### config.mk
export PLATFORM = sky130hd
export DESIGN_NAME = paging_frame_allocator_translator_core
export DESIGN_NICKNAME = d
export VERILOG_FILES = /design/src/rtl/core/pfat_pkg.sv /design/src/rtl/core/pfat_divider.sv /design/src/rtl/core/paging_frame_allocator_translator_core.sv
export SDC_FILE = /design/constraint.sdc
export NUM_CORES = 2
export LEC_CHECK = 0
export ABC_AREA = 1
export BUFFER_PORTS_ARGS = -buffer_cell sky130_fd_sc_hd__clkbuf_2
export CAP_MARGIN = 30
export CORE_MARGIN = 3
export CORE_UTILIZATION = 25
export CTS_BUF_LIST = sky130_fd_sc_hd__clkbuf_8 sky130_fd_sc_hd__clkbuf_16
export CTS_CLUSTER_DIAMETER = 80
export DETAILED_ROUTE_END_ITERATION = 10
export PLACE_DENSITY = 0.48
export SLEW_MARGIN = 20
export SYNTH_ARGS = -nofsm -noshare
export SYNTH_HDL_FRONTEND = slang
export SYNTH_HIERARCHICAL = 1
export SYNTH_SLANG_ARGS = --single-unit
### constraint.sdc
create_clock -name aclk -period 12.7 [get_ports aclk]
set_input_delay 2.54 -clock aclk [delete_from_list [all_inputs] [get_ports aclk]]
set_output_delay 2.54 -clock aclk [all_outputs]
set_load 0.01 [all_outputs]
### src/rtl/core/pfat_pkg.sv
// ----------------------------------------------------------------------------
// pfat_pkg
// Types and constants shared by the paging frame allocator and translator.
// ----------------------------------------------------------------------------
package pfat_pkg;

    localparam int DEF_MAX_FRAMES = 256;
    localparam int MAX_FRAME_SIZE = 4096;

    localparam int DIV_W  = 20;
    localparam int FS_W   = 13;
    localparam int FC_W   = 9;
    localparam int CFG_IDX_W = 1;

    localparam logic [1:0] OP_LOAD  = 2'd0;
    localparam logic [1:0] OP_ALLOC = 2'd1;
    localparam logic [1:0] OP_XLATE = 2'd2;

    localparam logic [1:0] ST_OK      = 2'd0;
    localparam logic [1:0] ST_NOFIT   = 2'd1;
    localparam logic [1:0] ST_BADADDR = 2'd2;

    localparam logic [CFG_IDX_W-1:0] REG_FRAME_SIZE  = 1'd0;
    localparam logic [CFG_IDX_W-1:0] REG_FRAME_COUNT = 1'd1;

    typedef struct packed {
        logic [1:0]  operation;
        logic [7:0]  entry_index;
        logic [7:0]  frame_value;
        logic [19:0] process_size;
        logic [19:0] logical_address;
    } in_word_t;

    typedef struct packed {
        logic [1:0]  status;
        logic [8:0]  first_page;
        logic [19:0] page_count;
        logic [7:0]  page_number;
        logic [11:0] word_offset;
        logic [7:0]  frame_number;
        logic [19:0] physical_address;
    } out_word_t;

    typedef struct packed {
        logic             start;
        logic [DIV_W-1:0] dividend;
        logic [FS_W-1:0]  divisor;
    } div_req_t;

    typedef struct packed {
        logic             done;
        logic [DIV_W-1:0] quotient;
        logic [FS_W-1:0]  remainder;
    } div_rsp_t;

endpackage

### src/rtl/core/pfat_divider.sv
// ----------------------------------------------------------------------------
// pfat_divider
// Restoring divider, one quotient bit per cycle; done pulses after the last.
// ----------------------------------------------------------------------------
module pfat_divider import pfat_pkg::*; (
    input  logic     aclk,
    input  logic     aresetn,
    input  div_req_t req,
    output div_rsp_t rsp
);

    localparam int CNT_W = $clog2(DIV_W);

    logic [DIV_W-1:0] quo_reg;
    logic [FS_W-1:0]  rem_reg;
    logic [FS_W-1:0]  dsr_reg;
    logic [CNT_W-1:0] cnt_reg;
    logic             busy_reg;
    logic             done_reg;

    logic [FS_W:0]    shifted;
    logic [FS_W:0]    diff;
    logic             fits;
    logic [FS_W-1:0]  rem_next;

    always_comb begin
        shifted  = {rem_reg, quo_reg[DIV_W-1]};
        diff     = shifted - {1'b0, dsr_reg};
        fits     = shifted >= {1'b0, dsr_reg};
        rem_next = fits ? diff[FS_W-1:0] : shifted[FS_W-1:0];
    end

    always_ff @(posedge aclk) begin
        if (!aresetn) begin
            busy_reg <= 1'b0;
            done_reg <= 1'b0;
            cnt_reg  <= '0;
        end else begin
            done_reg <= 1'b0;
            if (req.start) begin
                busy_reg <= 1'b1;
                cnt_reg  <= '0;
                quo_reg  <= req.dividend;
                rem_reg  <= '0;
                dsr_reg  <= req.divisor;
            end else if (busy_reg) begin
                quo_reg <= {quo_reg[DIV_W-2:0], fits};
                rem_reg <= rem_next;
                cnt_reg <= cnt_reg + 1'b1;
                if (cnt_reg == CNT_W'(DIV_W - 1)) begin
                    busy_reg <= 1'b0;
                    done_reg <= 1'b1;
                end
            end
        end
    end

    assign rsp.done      = done_reg;
    assign rsp.quotient  = quo_reg;
    assign rsp.remainder = rem_reg;

endmodule

### src/rtl/core/paging_frame_allocator_translator_core.sv
// Sequence: load and unknown words go from S_IDLE straight to S_FINISH; allocate
// passes through S_DIVIDE, and translate through S_DIVIDE and S_MULTIPLY (S_DIVIDE
// only for a bad address). One word at a time, with m_ready high; the 20-step shared
// divider and the map read and multiply set how long each word takes.
// Reset (aresetn low, synchronous) clears the page pointer, the sequencer and the
// output valid, and restores frame_size 16 and frame_count 256; the map is not cleared.
// ----------------------------------------------------------------------------
// paging_frame_allocator_translator_core
// Frame map, linear page allocator and paged address translation.
// ----------------------------------------------------------------------------
module paging_frame_allocator_translator_core import pfat_pkg::*; #(
    parameter int MAX_FRAMES = DEF_MAX_FRAMES
) (
    input  logic                 aclk,
    input  logic                 aresetn,
    input  logic                 cfg_wr_en,
    input  logic [CFG_IDX_W-1:0] cfg_index,
    input  logic [FS_W-1:0]      cfg_wdata,
    input  logic                 s_valid,
    output logic                 s_ready,
    input  in_word_t             s_word,
    output logic                 m_valid,
    input  logic                 m_ready,
    output out_word_t            m_word
);

    localparam int PW = $clog2(MAX_FRAMES + 1);
    localparam int AW = $clog2(MAX_FRAMES);

    typedef enum logic [1:0] {
        S_IDLE,
        S_DIVIDE,
        S_MULTIPLY,
        S_FINISH
    } state_t;

    state_t           state_reg;
    logic [1:0]       op_reg;
    logic [PW-1:0]    nfp_reg;
    logic [FS_W-1:0]  frame_size_reg;
    logic [FC_W-1:0]  frame_count_reg;
    out_word_t        res_reg;
    out_word_t        out_reg;
    logic             m_valid_reg;

    logic [7:0]       frame_map [MAX_FRAMES];
    logic [7:0]       rd_data_reg;

    logic [FS_W-1:0]  fs_eff;
    logic [PW-1:0]    fc_eff;
    logic [PW-1:0]    free_frames;
    logic             accept;
    logic             map_wr;
    logic             map_rd;
    logic             out_load;
    logic [20:0]      product;
    out_word_t        out_next;
    div_req_t         div_req;
    div_rsp_t         div_rsp;

    always_comb begin
        if (frame_size_reg == '0) begin
            fs_eff = FS_W'(1);
        end else if (32'(frame_size_reg) > MAX_FRAME_SIZE) begin
            fs_eff = FS_W'(MAX_FRAME_SIZE);
        end else begin
            fs_eff = frame_size_reg;
        end
        if (32'(frame_count_reg) > MAX_FRAMES) begin
            fc_eff = PW'(MAX_FRAMES);
        end else begin
            fc_eff = PW'(frame_count_reg);
        end
        free_frames = (fc_eff > nfp_reg) ? fc_eff - nfp_reg : '0;
    end

    assign s_ready = (state_reg == S_IDLE);
    assign accept  = s_valid && s_ready;
    assign map_wr  = accept && (s_word.operation == OP_LOAD)
                     && (32'(s_word.entry_index) < MAX_FRAMES);
    assign map_rd  = (state_reg == S_DIVIDE) && div_rsp.done && (op_reg == OP_XLATE)
                     && (32'(div_rsp.quotient) < 32'(nfp_reg));
    assign out_load = (state_reg == S_FINISH) && (!m_valid_reg || m_ready);

    always_comb begin
        div_req.start    = accept && ((s_word.operation == OP_ALLOC)
                                      || (s_word.operation == OP_XLATE));
        div_req.dividend = (s_word.operation == OP_ALLOC) ? s_word.process_size
                                                          : s_word.logical_address;
        div_req.divisor  = fs_eff;
    end

    pfat_divider u_divider (
        .aclk    (aclk),
        .aresetn (aresetn),
        .req     (div_req),
        .rsp     (div_rsp)
    );

    always_ff @(posedge aclk) begin
        if (map_wr) begin
            frame_map[AW'(s_word.entry_index)] <= s_word.frame_value;
        end
        if (map_rd) begin
            rd_data_reg <= frame_map[div_rsp.quotient[AW-1:0]];
        end
    end

    always_comb begin
        product  = rd_data_reg * fs_eff;
        out_next = res_reg;
        out_next.physical_address = res_reg.physical_address + 20'(res_reg.word_offset);
    end

    always_ff @(posedge aclk) begin
        if (!aresetn) begin
            state_reg       <= S_IDLE;
            nfp_reg         <= '0;
            frame_size_reg  <= FS_W'(16);
            frame_count_reg <= FC_W'(256);
            m_valid_reg     <= 1'b0;
        end else begin
            if (cfg_wr_en) begin
                unique case (cfg_index)
                    REG_FRAME_SIZE:  frame_size_reg  <= cfg_wdata;
                    REG_FRAME_COUNT: frame_count_reg <= cfg_wdata[FC_W-1:0];
                    default: ;
                endcase
            end
            if (out_load) begin
                m_valid_reg <= 1'b1;
            end else if (m_ready) begin
                m_valid_reg <= 1'b0;
            end
            unique case (state_reg)
                S_IDLE: begin
                    if (accept) begin
                        op_reg  <= s_word.operation;
                        res_reg <= '0;
                        if (div_req.start) begin
                            state_reg <= S_DIVIDE;
                        end else begin
                            state_reg <= S_FINISH;
                        end
                    end
                end
                S_DIVIDE: begin
                    if (div_rsp.done) begin
                        if (op_reg == OP_ALLOC) begin
                            res_reg.first_page <= 9'(nfp_reg);
                            res_reg.page_count <= div_rsp.quotient;
                            if (32'(div_rsp.quotient) > 32'(free_frames)) begin
                                res_reg.status <= ST_NOFIT;
                            end else begin
                                res_reg.status <= ST_OK;
                                nfp_reg <= PW'(32'(nfp_reg) + 32'(div_rsp.quotient));
                            end
                            state_reg <= S_FINISH;
                        end else if (map_rd) begin
                            res_reg.status      <= ST_OK;
                            res_reg.page_number <= div_rsp.quotient[7:0];
                            res_reg.word_offset <= div_rsp.remainder[11:0];
                            state_reg <= S_MULTIPLY;
                        end else begin
                            res_reg.status <= ST_BADADDR;
                            state_reg <= S_FINISH;
                        end
                    end
                end
                S_MULTIPLY: begin
                    res_reg.frame_number     <= rd_data_reg;
                    res_reg.physical_address <= product[19:0];
                    state_reg <= S_FINISH;
                end
                S_FINISH: begin
                    if (out_load) begin
                        out_reg   <= out_next;
                        state_reg <= S_IDLE;
                    end
                end
                default: state_reg <= S_IDLE;
            endcase
        end
    end

    assign m_valid = m_valid_reg;
    assign m_word  = out_reg;

endmodule
==> impl_metrics.csv <==
group,metric,value,unit
sta,slew_violations,0,
synthesis,synthAdderAreaFrac,2.74,%
clock_network,root_buffer,"clkbuf_16",
route,wl,299000,um
die,start_util,25.1,%
critical_path,cp_max_fo,6,
clock_network,clk_pin_slew,0.06,ns
global_route,grt_antenna_before_repair,18,
clock_network,clk_path_buf_depth,4,
die,die-height,634,um
die,boundaryPins,158,
sta,timing.fmax,0.178,GHz
sta,finalSetupViolCount,0,
finish,largest_reg_flops,2048,
sta,period_needed,5.61,ns
synthesis,synth_top_family_by_area,"simple AND/OR/NAND/NOR gates",
sta,rsz0062_at_grt,"no",
synthesis,synth_nets,8880,
synthesis,synth_area,98700,um2
synthesis,synthSimpleGateAreaFrac,22.2,%
synthesis,synth_mux_area_share,0.228,%
sta,tightest_slew,1.04,ns
die,die_x,634,um
synthesis,ys_seq_area_share,69.7,%
power_and_ir_drop,p_total,0.0183,W
place,hpwlAfterDp,182000,um
place,portBuffers,157,
route,route.detailed.drc,0,
clock_network,clkLatencyLatePin,0.91,ns
route,wl_per_cell,21.3,um
sta,slew_headroom,30.3,%
synthesis,netlist.area_leader.share,68.9,%
clock_network,htree_levels,4,
place,globalplace.congestion,0.855,
sta,setup_tns,0,ns
finish,area_growth,14.3,%
synthesis,ys_types,49,
global_route,grt_use_total,14.5,%
global_route,grt_overflow,0,
die,core,393000,um2
route,first_iter_violations,6496,
clock_network,cts_tree,"built",
worst_hold_path,hold_path.class,"reg2reg",
critical_path,cp-end-kind,"flop",
clock_network,cts_buffers,242,
die,dieArea,402000,um2
synthesis,yosys_warnings,6,
synthesis,ys_async_sr_fraction,0,%
synthesis,synthXorXnorAreaFrac,0.328,%
power_and_ir_drop,power_density,162,nW/um2
synthesis,ys_top_cells_by_area,"edfxtp_1 69%, nand3_1 10%, nand2_1 9.5%",
sta,fin_crit_sh,44.1,%
finish,fin_nets,8881,
clock_network,clock-sinks,2303,
route,ant_nets,0,
power_and_ir_drop,power_leakage,40.2,nW
sta,skew,0.0812,ns
synthesis,yosys.area.top_type,"edfxtp_1",
synthesis,synth-seq-cells,2303,
synthesis,synth_edf_count,2262,
flow_run,maxCapViolCount,0,
sta,hold_ws,0.412,ns
critical_path,start_kind,"flop",
die,rows,230,
clock_network,cts_resized,0,
global_route,grt_max_degree,246,
critical_path,critical_path_required,13.32,ns
clock_network,post_cts_buffers,0,
power_and_ir_drop,irDropWorstVdd,0.000120,V
global_route,grt_pass1_vias,65500,
critical_path,crit_arrival,6.22,ns
synthesis,synth_cells,8628,
synthesis,syn_avg_cell_area,11.4,um2
critical_path,worstSetupPathType,"reg2reg",
finish,top_register,"frame_map",
global_route,grt_first_pass_wirelength,436000,um
finish,drive_gt1_share,7.84,%
outcome,outcome,"finished, final reports clean",
route,num_vias,65700,
clock_network,cts_hold_buf,0,
route,dr.pass1.iters,7,
synthesis,synth_compound_area_share,0.963,%
route,viasPerCell,4.68,
synthesis,synthFlopType,"edfxtp_1",
sta,hold_viol_final,0,
[cells by family (layout without fill, tap and decap cells)]
family                   count (synthesis)  after routing
XOR/XNOR                                37             37
AO/OA/AOI/OAI                          171            171
buffers and inverters                  838           1036
flip-flops                            2303           2303
other                                    0              8
multiplexers                            20             20
adder cells (fa/ha/maj)                175            175
AND/OR/NAND/NOR                       5084           5084
[layout by cell type, fill, tap and decap left out, types with 5 or more instances in the layout]
| cell | Yosys | final |
|---|---|---|
| a211oi_1 | 7 | 6 |
| a21oi_1 | 83 | 80 |
| buf_12 | 0 | 15 |
| buf_16 | 0 | 6 |
| buf_4 | 54 | 83 |
| buf_8 | 1 | 12 |
| bufinv_16 | 0 | 38 |
| clkbuf_16 | 0 | 242 |
| clkbuf_2 | 0 | 149 |
| clkinv_1 | 7 | 62 |
| clkinv_2 | 0 | 45 |
| clkinv_4 | 0 | 6 |
| clkinvlp_4 | 0 | 12 |
| dfxtp_1 | 41 | 41 |
| diode_2 | 0 | 8 |
| edfxtp_1 | 2262 | 2262 |
| fa_1 | 69 | 69 |
| ha_1 | 106 | 105 |
| inv_1 | 318 | 350 |
| inv_6 | 0 | 6 |
| mux2_2 | 20 | 20 |
| nand2_1 | 2487 | 2471 |
| nand2_2 | 7 | 23 |
| nand3_1 | 2066 | 2066 |
| nand4_1 | 19 | 19 |
| nor2_1 | 460 | 458 |
| nor2_2 | 4 | 5 |
| nor3_1 | 19 | 19 |
| nor4_1 | 5 | 5 |
| o21a_1 | 5 | 5 |
| o21ai_0 | 55 | 55 |
| xnor2_1 | 14 | 14 |
| xor2_1 | 23 | 23 |
[Yosys cell counts (3+ instances only)]
library cell	count
nand2_1	2487
edfxtp_1	2262
nand3_1	2066
nor2_1	460
inv_1	318
buf_2	280
clkbuf_1	111
ha_1	106
a21oi_1	83
fa_1	69
o21ai_0	55
buf_4	54
buf_1	48
dfxtp_1	41
xor2_1	23
mux2_2	20
nand4_1	19
nor3_1	19
buf_6	15
xnor2_1	14
a211oi_1	7
clkinv_1	7
nand2_2	7
nor4_1	5
o21a_1	5
a21o_1	4
nand3b_1	4
nor2_2	4
or2_2	4
a31oi_1	3
inv_4	3
o211ai_1	3
[final cells by class]
type / count / area, um2
antenna: 8 / 20.0
clock inverter: 199 / 1940
inverter: 329 / 1280
clock buffer: 242 / 6060
tap: 5220 / 6530
sequential: 2303 / 68700
multi-input combinational: 5487 / 26200
fill: 40400 / 280000
timing repair buffer: 266 / 2030
[through the flow]
step / area, um2 / cells / utilization [%] / setup slack (ns)
6_report: 113000 / 14100 / 28.7 / 7.09
5_1_grt: 113000 / 14000 / 28.7 / 6.61
4_1_cts: 113000 / 14000 / 28.6 / 7.15
3_5_place_dp: 105000 / 13600 / 26.6 / 6.63
3_3_place_gp: 104000 / 13600 / 26.6 / 6.62
2_1_floorplan: 98700 / 8628 / - / 5.78
[power by group]
part | switching (W) | internal [W]
Clock | 0.00297 | 0.00422
Sequential | 0.0000679 | 0.00854
Combinational | 0.00186 | 0.000669
Total | 0.00489 | 0.0134
[worst paths after layout]
kind                          start          end  slack [ns]  cells after the start
setup / recovery  frame_size_reg[4]  res_reg[17]        7.09                     20
hold / removal         out_next[69]   m_word[69]        0.41                      0
setup reg to reg  frame_size_reg[4]  res_reg[17]        7.09                     20
hold reg to reg        out_next[69]   m_word[69]        0.41                      0
[layer usage]
metal | part of all wire [%] | vias up | routed length, um | global-route usage, %
li1 | - | 30200 | - | -
met1 | 44 | 32800 | 131000 | 19.9
met2 | 46 | 2347 | 138000 | 23.4
met3 | 7.1 | 470 | 21100 | 2.52
met4 | 2.9 | 8 | 8520 | 4.34
met5 | 0.016 | - | 48 | 0
[worst max-delay path, cell delays in order (launching register included)]
cell and delay [ns]:
dfxtp_1 0.32, nor4_1 0.34, nand4_1 0.16, nand2_1 0.18, inv_1 0.13, nor2_1 0.40, inv_1 0.21, nor2_1 0.19
fa_1 0.44, fa_1 0.51, fa_1 0.51, inv_1 0.05, fa_1 0.48, inv_1 0.04, ha_1 0.34, a21oi_1 0.34
o21ai_0 0.17, a211oi_1 0.30, nand3_1 0.13, nand2_1 0.08, nor2_1 0.04
No activity file was read; power rests on OpenSTA's default activity.
